--- config.mk ---
export PLATFORM = sky130hd
export DESIGN_NAME = sqrr_sqrt_pipe
export DESIGN_NICKNAME = d
export VERILOG_FILES = /design/src/sqrr_pkg.sv /design/src/sqrr_sqrt_pipe.sv
export SDC_FILE = /design/constraint.sdc
export NUM_CORES = 1
export LEC_CHECK = 0
export ABC_CLOCK_PERIOD_IN_PS = 2730
export BUFFER_PORTS_ARGS = -buffer_cell sky130_fd_sc_hd__buf_4
export CELL_PAD_IN_SITES_DETAIL_PLACEMENT = 1
export CELL_PAD_IN_SITES_GLOBAL_PLACEMENT = 2
export CORE_MARGIN = 8
export CORE_UTILIZATION = 42
export DETAILED_ROUTE_END_ITERATION = 8
export GPL_TIMING_DRIVEN = 0
export MAX_ROUTING_LAYER = met4
export PLACE_DENSITY_LB_ADDON = 0.1
export SYNTH_ARGS = -nofsm -noshare
export SYNTH_HDL_FRONTEND = slang
export SYNTH_SLANG_ARGS = --single-unit
export TNS_END_PERCENT = 5
--- constraint.sdc ---
create_clock -name clock -period 2.73 [get_ports clock]
set_clock_uncertainty 0.1 [all_clocks]
set_input_delay 0.1365 -clock clock [delete_from_list [all_inputs] [get_ports clock]]
set_output_delay 0.1365 -clock clock [all_outputs]
set_load 0.005 [all_outputs]
--- src/sqrr_pkg.sv ---
// Shared codes and sizes of the symmetric quartic root solver.
`default_nettype none
package sqrr_pkg;

   localparam logic STATUS_SOLVED  = 1'b0;
   localparam logic STATUS_NOT_SYM = 1'b1;

   localparam int ROOT_SLOTS = 4;
   localparam int COUNT_BITS = 3;

endpackage
`default_nettype wire

--- src/sqrr_sqrt_pipe.sv ---
// Pipelined exact integer square root, one root bit per register stage.
`default_nettype none
module sqrr_sqrt_pipe
   import sqrr_pkg::*;
#(
   parameter int IN_W = 8
) (
   input  wire logic                  clock,
   input  wire logic                  en,
   input  wire logic [IN_W-1:0]       radicand,
   output logic      [IN_W/2-1:0]     root,
   output logic                       exact
);

   localparam int RTW = IN_W / 2;

   logic [IN_W-1:0] rem_ff  [1:RTW];
   logic [RTW-1:0]  root_ff [1:RTW];
   logic [IN_W-1:0] rem_w   [0:RTW];
   logic [RTW-1:0]  root_w  [0:RTW];

   assign rem_w[0]  = radicand;
   assign root_w[0] = '0;

   for (genvar i = 0; i < RTW; i++) begin : g_stage
      localparam int B = RTW - 1 - i;
      logic [IN_W:0] trial;
      logic          take;

      // trial = (r + 2^B)^2 - r^2
      always_comb begin
         trial = ((IN_W+1)'(root_w[i]) << (B + 1)) | ((IN_W+1)'(1) << (2 * B));
         take  = (IN_W+1)'(rem_w[i]) >= trial;
      end

      always_ff @(posedge clock) begin
         if (en) begin
            rem_ff[i+1]  <= take ? IN_W'((IN_W+1)'(rem_w[i]) - trial) : rem_w[i];
            root_ff[i+1] <= take ? (root_w[i] | (RTW'(1) << B)) : root_w[i];
         end
      end

      assign rem_w[i+1]  = rem_ff[i+1];
      assign root_w[i+1] = root_ff[i+1];
   end

   assign root  = root_w[RTW];
   assign exact = (rem_w[RTW] == '0);

endmodule
`default_nettype wire

==> results of run 1 <==
[power breakdown]
part           leakage (uW)  total, uW  internal (uW)  switching (uW)
combinational      0.000482        326            163             163
clock             0.0000579        476            269             207
sequential         0.000407        853            812            40.4
total              0.000948       1650           1240             410
[cells by family after synthesis]
| family | count (synthesis) | synth area share |
|---|---|---|
| flip-flops | 42 | 0.614 |
| adder cells (fa/ha/maj) | 12 | 0.0731 |
| multiplexers | 10 | 0.0555 |
| buffers and inverters | 16 | 0.0299 |
| XOR/XNOR | 8 | 0.0341 |
| AO/OA/AOI/OAI | 23 | 0.0829 |
| AND/OR/NAND/NOR | 40 | 0.110 |
[stage by stage]
stage	hold WS [ns]	setup slack, ns
final	0.0288	0.428
after global routing	0.0210	0.285
after CTS	0.0231	0.418
after detailed placement	0.216	0.435
after global placement	0.215	0.488
after floorplan	0.135	0.672
[cells in the mapped netlist, types with 3 or more instances]
cell,n
mux2_2,3
nand2b_1,3
nor3_1,5
xnor2_1,8
mux2i_1,5
edfxtp_1,42
ha_1,12
nand3_1,4
nor2b_1,4
inv_1,15
nand2_1,3
nor2_1,8
or4_1,4
o21ai_0,8
[sequential cells by signal (all words and copies together) (netlist names)]
register  flops
rem_ff       32
root_ff      10
[per-layer routing]
metal | up-vias | track usage
li1 | 615 | -
met1 | 595 | 0.0985
met2 | 25 | 0.212
met3 | 10 | 0.0353
met4 | 0 | 0.0541
met5 | - | -
[worst paths after layout]
| kind | endpoint | slack (ns) | depth (start not counted) |
|---|---|---|---|
| hold reg to reg | rem_ff[0][18] | 0.35 | 0 |
| setup reg to reg | rem_ff[0][28] | 0.43 | 6 |
| hold / removal | root_ff[0][7] | 0.03 | 2 |
| setup / recovery | rem_ff[0][28] | 0.43 | 6 |
[worst register-to-register path, cell delays in order (launching register included)]
cell      delay (ns)
edfxtp_1        0.38
inv_1           0.10
ha_1            0.28
nor2b_1         0.15
o21ai_0         0.36
nand3_1         0.34
mux2_2          0.36
[repair_timing]
action,in CTS,in global routing
resized for setup,0,0
hold endpoints to repair,6,0
hold buffers,6,0
setup buffers,0,0
[cell type report]
| class | count | area (um2) |
|---|---|---|
| Tap cell | 67 | 83.8 |
| Multi-Input combinational cell | 93 | 731 |
| Fill cell | 482 | 2310 |
| Timing Repair Buffer | 20 | 165 |
| Buffer | 1 | 5.00 |
| Clock inverter | 3 | 40.0 |
| Clock buffer | 5 | 68.8 |
| Inverter | 15 | 56.3 |
| Sequential cell | 42 | 1260 |
==> results.md, run 1 <==
* Status: finished clean
* Worst VDD drop at 0.328 mV
* Worst Tran Pin Value at 0.522 ns
* Post-synth EDFFs at 42
* Worst-Skew Late Latency at 0.29 ns
* Largest net degree at the start of global routing at 43
* Most common cell after layout, fill and taps aside: edfxtp_1
* Crit path required time at 2.67 ns
* DRT Pass-1 Iters at 3
* Crit-path slowest cell: edfxtp_1
* Seq/Total Area, Yosys at 0.614
* Min-delay src: radicand[7]
* Ys async rst share at 0
* Slew headroom at 0.652
* Ports at 15
* Fin util at 0.510
* Synthesized net count at 173
* Final min period at 2.30 ns
* Synth Register Bits at 42
* Die Height at 85.9 um
* Final Instance Area at 2410 um2
* Area growth, synth to finish at 17.4%
* Final Hold Viols at 0
* Post-synth cell types at 34
* Routed WL per cell at 14.8 um
* Area share of the largest cell type after synthesis at 0.614
* CP Capture Type: flop
* Worst-path fanout max at 5
* Post-DP HPWL at 2720 um
* Routed vias/inst at 5.06
* Top FF cell, synth: edfxtp_1
* Area leader, netlist: edfxtp_1
* Worst setup path start: root_ff[0][10]
* Placed instance count at 232
* Worst-path clk slew at 0.08 ns
* Clk root buf: clkbuf_8
* Worst path max stage delay at 0.38 ns
* Chip width at 85.9 um
* Final wirelength at 3650 um
* Final setup viols at 0
* RSZ-0062 raised after global routing: false
* Reg2reg start: root_ff[0][10]
* Gr ovfl total at 0
* Layout cells sized above 1 at 0.184
* Initial core utilization at 0.435
* WL met1 at 1360 um
* CP Launch Type: flop
* Fmax at 0.434 GHz
* Commonest non-fill, non-tap cells in the layout: 42 x edfxtp_1, 15 x inv_1, 14 x buf_4
* Final period util at 0.843
* Antenna diodes at 0
* # rows at 25
* Crit-path cells: inv_1, ha_1, nor2b_1, o21ai_0, nand3_1, mux2_2
* CTS buffer count at 5
* Die area at 7380 um2
* Setup TNS at 0 ns
* Met2 WL post-DR at 2060 um
* DRC at 0
* Final nets at 200
* Buf/Inv on CP at 1
* Min-delay worst type: in2reg
* Clock buffer depth at 2
* TritonCTS clock tree: built
* Crit path DAT at 2.24 ns
* Cell area after technology mapping at 2050 um2
* Critical path's top delay family: simple AND/OR/NAND/NOR gates
* Core Area at 4720 um2
* Final Non-Filler Cells at 246
* Routability cong. at 0.858
* Via count at 1245
* Final Max Tran Viols at 0
* First-pass GRT wire length at 6200 um
* Total chip power at 1650 uW
* Synth Instances at 151
* Crit Path Class: reg2reg
* Post-placement cell area at 2240 um2
* Ranking of synthesized cells by area: edfxtp_1 61%, ha_1 7.3%, xnor2_1 3.4%
* Cell Pwr Density at 686 nW/um2
* Clock sink total at 42
* P_leak at 0.000948 uW
* H-tree depth at 2
* Max Used Layer: met4
* Syn_area_per_cell at 13.6 um2
* Port Buffers at 14
* Max Cap Viol at 0
* Drt first-iter violations at 28
* Ys Warns at 0
* Vias in the first global route at 1376
* GRT Util Overall at 0.113
* Antenna violations before repair at 0
* WL met3 at 134 um
* Post-route ant nets at 0
Note: power is estimated with default switching activity, not from simulation.
==> run 2, diff against run 1 <==
Settings changed: ABC_CLOCK_PERIOD_IN_PS 2730 to 2400.
Clock period 2.73 ns to 2.4 ns, I/O delays scaled along.
==> results.md, run 2 (synthesis results as in run 1) <==
* Status: finished clean
* TritonCTS clock tree: built
* Final Hold Viols at 0 (unchanged)
* Final Max Tran Viols at 0 (unchanged)
* Layout cells sized above 1 at 0.190 (+0.00559)
* Routed WL per cell at 14.9 um (+0.22%)
* Reg with most FFs: rem_ff
* Initial core utilization at 0.435 (unchanged)
* Crit path required time at 2.34 ns (-0.33 ns)
* CTS buffer count at 5 (unchanged)
* Sequential Power Share at 0.515 (about the same)
* Chip width at 85.9 um (unchanged)
* RSZ-0062 raised after global routing: false
* Max FFs per register at 32 (unchanged)
* Final nets at 200 (unchanged)
* Critical path's top delay family: simple AND/OR/NAND/NOR gates
* DRT Pass-1 Iters at 3 (unchanged)
* First-pass GRT wire length at 6200 um (unchanged)
* P_leak at 0.000949 uW (+0.14%)
* Worst VDD drop at 0.373 mV (+14%)
* Clk root buf: clkbuf_8
* CP Launch Type: flop
* Final min period at 2.25 ns (-0.0532 ns)
* Final period util at 0.937 (+0.0938)
* Post-route ant nets at 0 (unchanged)
* Clock sink total at 42 (unchanged)
* Switching Share at 0.248 (+0.000559)
* Crit path DAT at 2.19 ns (-0.05 ns)
* Final wirelength at 3650 um (+0.22%)
* Via count at 1240 (-0.40%)
* Port Buffers at 14 (unchanged)
* Area growth, synth to finish at 17.7%
* Antenna diodes at 0 (unchanged)
* Worst-path clk slew at 0.08 ns (about the same)
* Max Cap Viol at 0 (unchanged)
* Worst Tran Pin Value at 0.521 ns (-0.00150 ns)
* Crit-path slowest cell: edfxtp_1
* # rows at 25 (unchanged)
* Commonest non-fill, non-tap cells in the layout: 42 x edfxtp_1, 15 x inv_1, 14 x buf_4
* Routability cong. at 0.858 (unchanged)
* Worst-Skew Late Latency at 0.29 ns (about the same)
* Gate power share at 0.198 (about the same)
* Worst path max stage delay at 0.41 ns (+0.03 ns)
* Cell Pwr Density at 780 nW/um2 (+14%)
* Routed vias/inst at 5.04 (-0.40%)
* Buf/Inv on CP at 0 (-1)
* WHS at 0.0123 ns (-0.0166 ns)
* Setup TNS at 0 ns (unchanged)
* Slew headroom at 0.653 (+0.000998)
* Fin util at 0.512 (+0.00106)
* Die area at 7380 um2 (unchanged)
* Int Pwr at 1420 uW (+14%)
* Crit-path cells: ha_1, nor2b_1, o21ai_0, nand3_2, mux2_2
* Die Height at 85.9 um (unchanged)
* Post-DP HPWL at 2720 um (unchanged)
* Most common cell after layout, fill and taps aside: edfxtp_1
* Gr ovfl total at 0 (unchanged)
* Drt first-iter violations at 25 (-11%)
* Psw at 468 uW (+14%)
* Core Area at 4720 um2 (unchanged)
* Antenna violations before repair at 0 (unchanged)
* Crit Path Class: reg2reg
* DRC at 0 (unchanged)
* Clock buffer depth at 2 (unchanged)
* Ports at 15 (unchanged)
* Fmax at 0.445 GHz (+2.4%)
* Biggest regs: rem_ff x32, root_ff x10
* Final setup viols at 0 (unchanged)
* H-tree depth at 2 (unchanged)
* Vias in the first global route at 1376 (unchanged)
* Clock power share at 0.287 (about the same)
* GRT Util Overall at 0.113 (unchanged)
* Largest net degree at the start of global routing at 43 (unchanged)
* CP Capture Type: flop
* Worst-path fanout max at 5 (unchanged)
* Min-delay worst type: in2reg
[run 2: routing by layer]
| layer | wire length (um) | track usage | vias to the layer above |
|---|---|---|---|
| li1 | - | - | 615 |
| met1 | 1370 | 0.0985 | 590 |
| met2 | 2060 | 0.212 | 25 |
| met3 | 134 | 0.0353 | 10 |
| met4 | 96 | 0.0541 | 0 |
| met5 | 0 | - | - |
[run 2: worst paths after layout]
path	start	to	slack, ns	cells past startpoint
max	rem_ff[0][20]	rem_ff[0][28]	0.15	5
min	radicand[7]	root_ff[0][7]	0.01	2
max reg2reg	rem_ff[0][20]	rem_ff[0][28]	0.15	5
min reg2reg	rem_ff[0][10]	rem_ff[0][18]	0.35	0
[run 2: timing repair]
action / 4_1_cts / 5_1_grt
gates resized for setup: 0 / 1
setup endpoints to repair: 0 / 2
hold buffers: 6 / 0
hold endpoints to repair: 6 / 0
buffers inserted: 0 / 0
[run 2: metrics by stage]
stage                     setup WS [ns]  cells  area [um2]  total power [uW]
final                             0.151    246        2420              1880
after global routing             0.0303    246        2420              1990
after CTS                        0.0880    246        2410              1910
after detailed placement          0.105    232        2240              1350
after global placement            0.158    232        2240              1340
after floorplan                   0.342    151        2050              1240
[run 2: area by class of cell]
cell class,instances,area [um2]
Multi-Input combinational cell,93,736
Sequential cell,42,1260
Fill cell,483,2310
Clock inverter,3,40.0
Inverter,15,56.3
Tap cell,67,83.8
Timing Repair Buffer,20,165
Buffer,1,5.00
Clock buffer,5,68.8
[run 2: power groups by stage]
stage               Sequential (uW)  Clock [uW]  Combinational, uW
global route                    982         590                418
CTS                             972         556                378
global placement                984           0                352
detailed placement              988           0                366
finish                          970         541                373
floorplan                       972           0                271
==> run 3, diff against run 2 <==
Settings changed: CORE_UTILIZATION 42 to 44, CTS_BUF_LIST from default to sky130_fd_sc_hd__clkbuf_8.
==> results.md, run 3 (synthesis results as in run 1) <==
* Antenna violations before repair at 0 (unchanged)
* Final min period at 2.22 ns (-0.0315 ns)
* Final period util at 0.924 (-0.0131)
* Final Hold Viols at 0 (unchanged)
* Via count at 1241 (+0.081%)
* Die Height at 84.3 um (-1.9%)
* Final Non-Filler Cells at 234 (-4.9%)
* Gr ovfl total at 0 (unchanged)
* # rows at 25 (unchanged)
* Worst-path clk slew at 0.08 ns (about the same)
* Routed vias/inst at 5.30 (+5.2%)
* Crit-path slowest cell: ha_1
* Clock buffer depth at 2 (unchanged)
* DRC at 0 (unchanged)
* Busiest grt layer: met2
* Vias in the first global route at 1391 (+1.1%)
* Worst-Skew Late Latency at 0.29 ns (about the same)
* Worst path max stage delay at 0.38 ns (-0.03 ns)
* Worst Tran Pin Value at 0.519 ns (-0.00195 ns)
* Critical path's top delay family: compound AO/OA/AOI/OAI gates
* CTS buffer count at 5 (unchanged)
* Routed WL per cell at 16.0 um (+7.6%)
* Crit path required time at 2.35 ns (about the same)
* Initial core utilization at 0.447 (+0.0118)
* Postcts setup bufs at 0 (unchanged)
* RSZ-0062 raised after global routing: false
* Crit path DAT at 2.16 ns (-0.03 ns)
* Fmax at 0.451 GHz (+1.4%)
* Worst VDD drop at 0.334 mV (-10%)
* Final wirelength at 3740 um (+2.4%)
* Max FFs per register at 32 (unchanged)
* Drt first-iter violations at 36 (+44%)
* Final nets at 201 (+0.50%)
* Largest net degree at the start of global routing at 43 (unchanged)
* Path depth of the worst reg2reg path at 6 (+1)
* Commonest non-fill, non-tap cells in the layout: 42 x edfxtp_1, 15 x inv_1, 14 x buf_4
* Met2 Usage GRT at 0.222 (+0.0101)
* Reg2reg start: root_ff[0][14]
* P_leak at 0.000936 uW (-1.4%)
* Crit-path cells: inv_1, ha_1, a21o_1, a31o_2, a21oi_4, mux2_4
* Max Cap Viol at 0 (unchanged)
* Crit Path Class: reg2reg
* Min-delay worst type: in2reg
* Placed instance count at 219 (-5.6%)
* Ports at 15 (unchanged)
* Routability cong. at 0.835 (-2.7%)
* Die area at 7110 um2 (-3.7%)
* CP Capture Type: flop
* Met3 Track Usage GR at 0.0348 (-0.000489)
* Clock sink total at 42 (unchanged)
* Worst setup path start: root_ff[0][14]
* Final Max Tran Viols at 0 (unchanged)
* Reg with most FFs: rem_ff
* M1 GR Usage at 0.108 (+0.00918)
* Cell Pwr Density at 745 nW/um2 (-4.4%)
* First-pass GRT wire length at 6440 um (+3.9%)
* Slew headroom at 0.654 (+0.00130)
* Worst-path fanout max at 6 (+1)
* Setup TNS at 0 ns (unchanged)
* Clk root buf: clkbuf_8
* Antenna diodes at 0 (unchanged)
* H-tree depth at 2 (unchanged)
* DRT Pass-1 Iters at 4 (+1)
* Total chip power at 1770 uW (-5.8%)
* Chip width at 84.3 um (-1.9%)
* Number of fill cells at 466 (-3.5%)
* GRT Util Overall at 0.118 (+0.00498)
* Most common cell after layout, fill and taps aside: edfxtp_1
* Buf/Inv on CP at 1 (+1)
* CP Launch Type: flop
* Hold path depth at 2 (unchanged)
* Area growth, synth to finish at 16.0%
* Status: finished clean
* Layout cells sized above 1 at 0.178 (-0.0122)
* Port Buffers at 14 (unchanged)
* Final setup viols at 0 (unchanged)
* TritonCTS clock tree: built
* Post-route ant nets at 0 (unchanged)
* Core Area at 4600 um2 (-2.6%)
* Worst path depth at 6 (+1)
* Post-DP HPWL at 2850 um (+4.6%)
* Min-delay src: radicand[6]
* Biggest regs: rem_ff x32, root_ff x10
==> run 3: cell types whose count changed in the layout (fill, tap and decap cells not counted) <==
cell           previous run  this run
o21ai_0                   8         7
clkinv_2                  2         1
bufinv_16                 1         0
nand3_2                   1         0
nand3_1                   3         4
o21ai_1                   0         1
clkinv_1                  0         1
clkinvlp_4                0         1
dlygate4sd3_1             6         7
==> run 3: path summary, 6_finish.rpt <==
check	slack (ns)	endpoint
max	0.18	rem_ff[0][35]
min	0.01	rem_ff[0][14]
min reg2reg	0.34	rem_ff[0][16]
max reg2reg	0.18	rem_ff[0][35]
==> run 3: what timing repair did <==
action / CTS / global route
gates resized for setup: 0 / 1
setup endpoints to repair: 0 / 4
endpoints found under the hold margin: 6 / 1
hold buffers: 6 / 1
==> run 3: area by class of cell <==
cell class	instances	area (um2)	area share
clock buffers	5	68.8	0.0289
well taps	54	67.6	0.0284
inverters	15	56.3	0.0236
plain buffers	1	5.00	0.00210
multi-input cells	93	731	0.307
flip-flops and latches	42	1260	0.530
repair buffers	21	175	0.0736
clock inverters	3	16.3	0.00683
==> run 3: metrics by stage <==
step / cell area, um2 / setup slack [ns] / hold WS, ns / util
3_5_place_dp: 2230 / 0.0589 / 0.200 / 0.484
5_1_grt: 2380 / 0.0102 / 0.00309 / 0.518
6_report: 2380 / 0.183 / 0.0124 / 0.518
3_3_place_gp: 2230 / 0.156 / 0.200 / 0.484
4_1_cts: 2370 / 0.0409 / 0.00169 / 0.516
2_1_floorplan: 2050 / 0.342 / 0.119 / -
==> run 3: report_power, final <==
part | internal [uW] | switching [uW] | total (uW)
clock network | 199 | 233 | 432
registers | 924 | 45.7 | 970
logic | 187 | 186 | 373
==> run 3: per-layer routing <==
layer / routed length (um) / vias up
met5: 0 / -
met1: 1370 / 600
met4: 40 / 0
li1: - / 619
met2: 2210 / 18
met3: 116 / 4
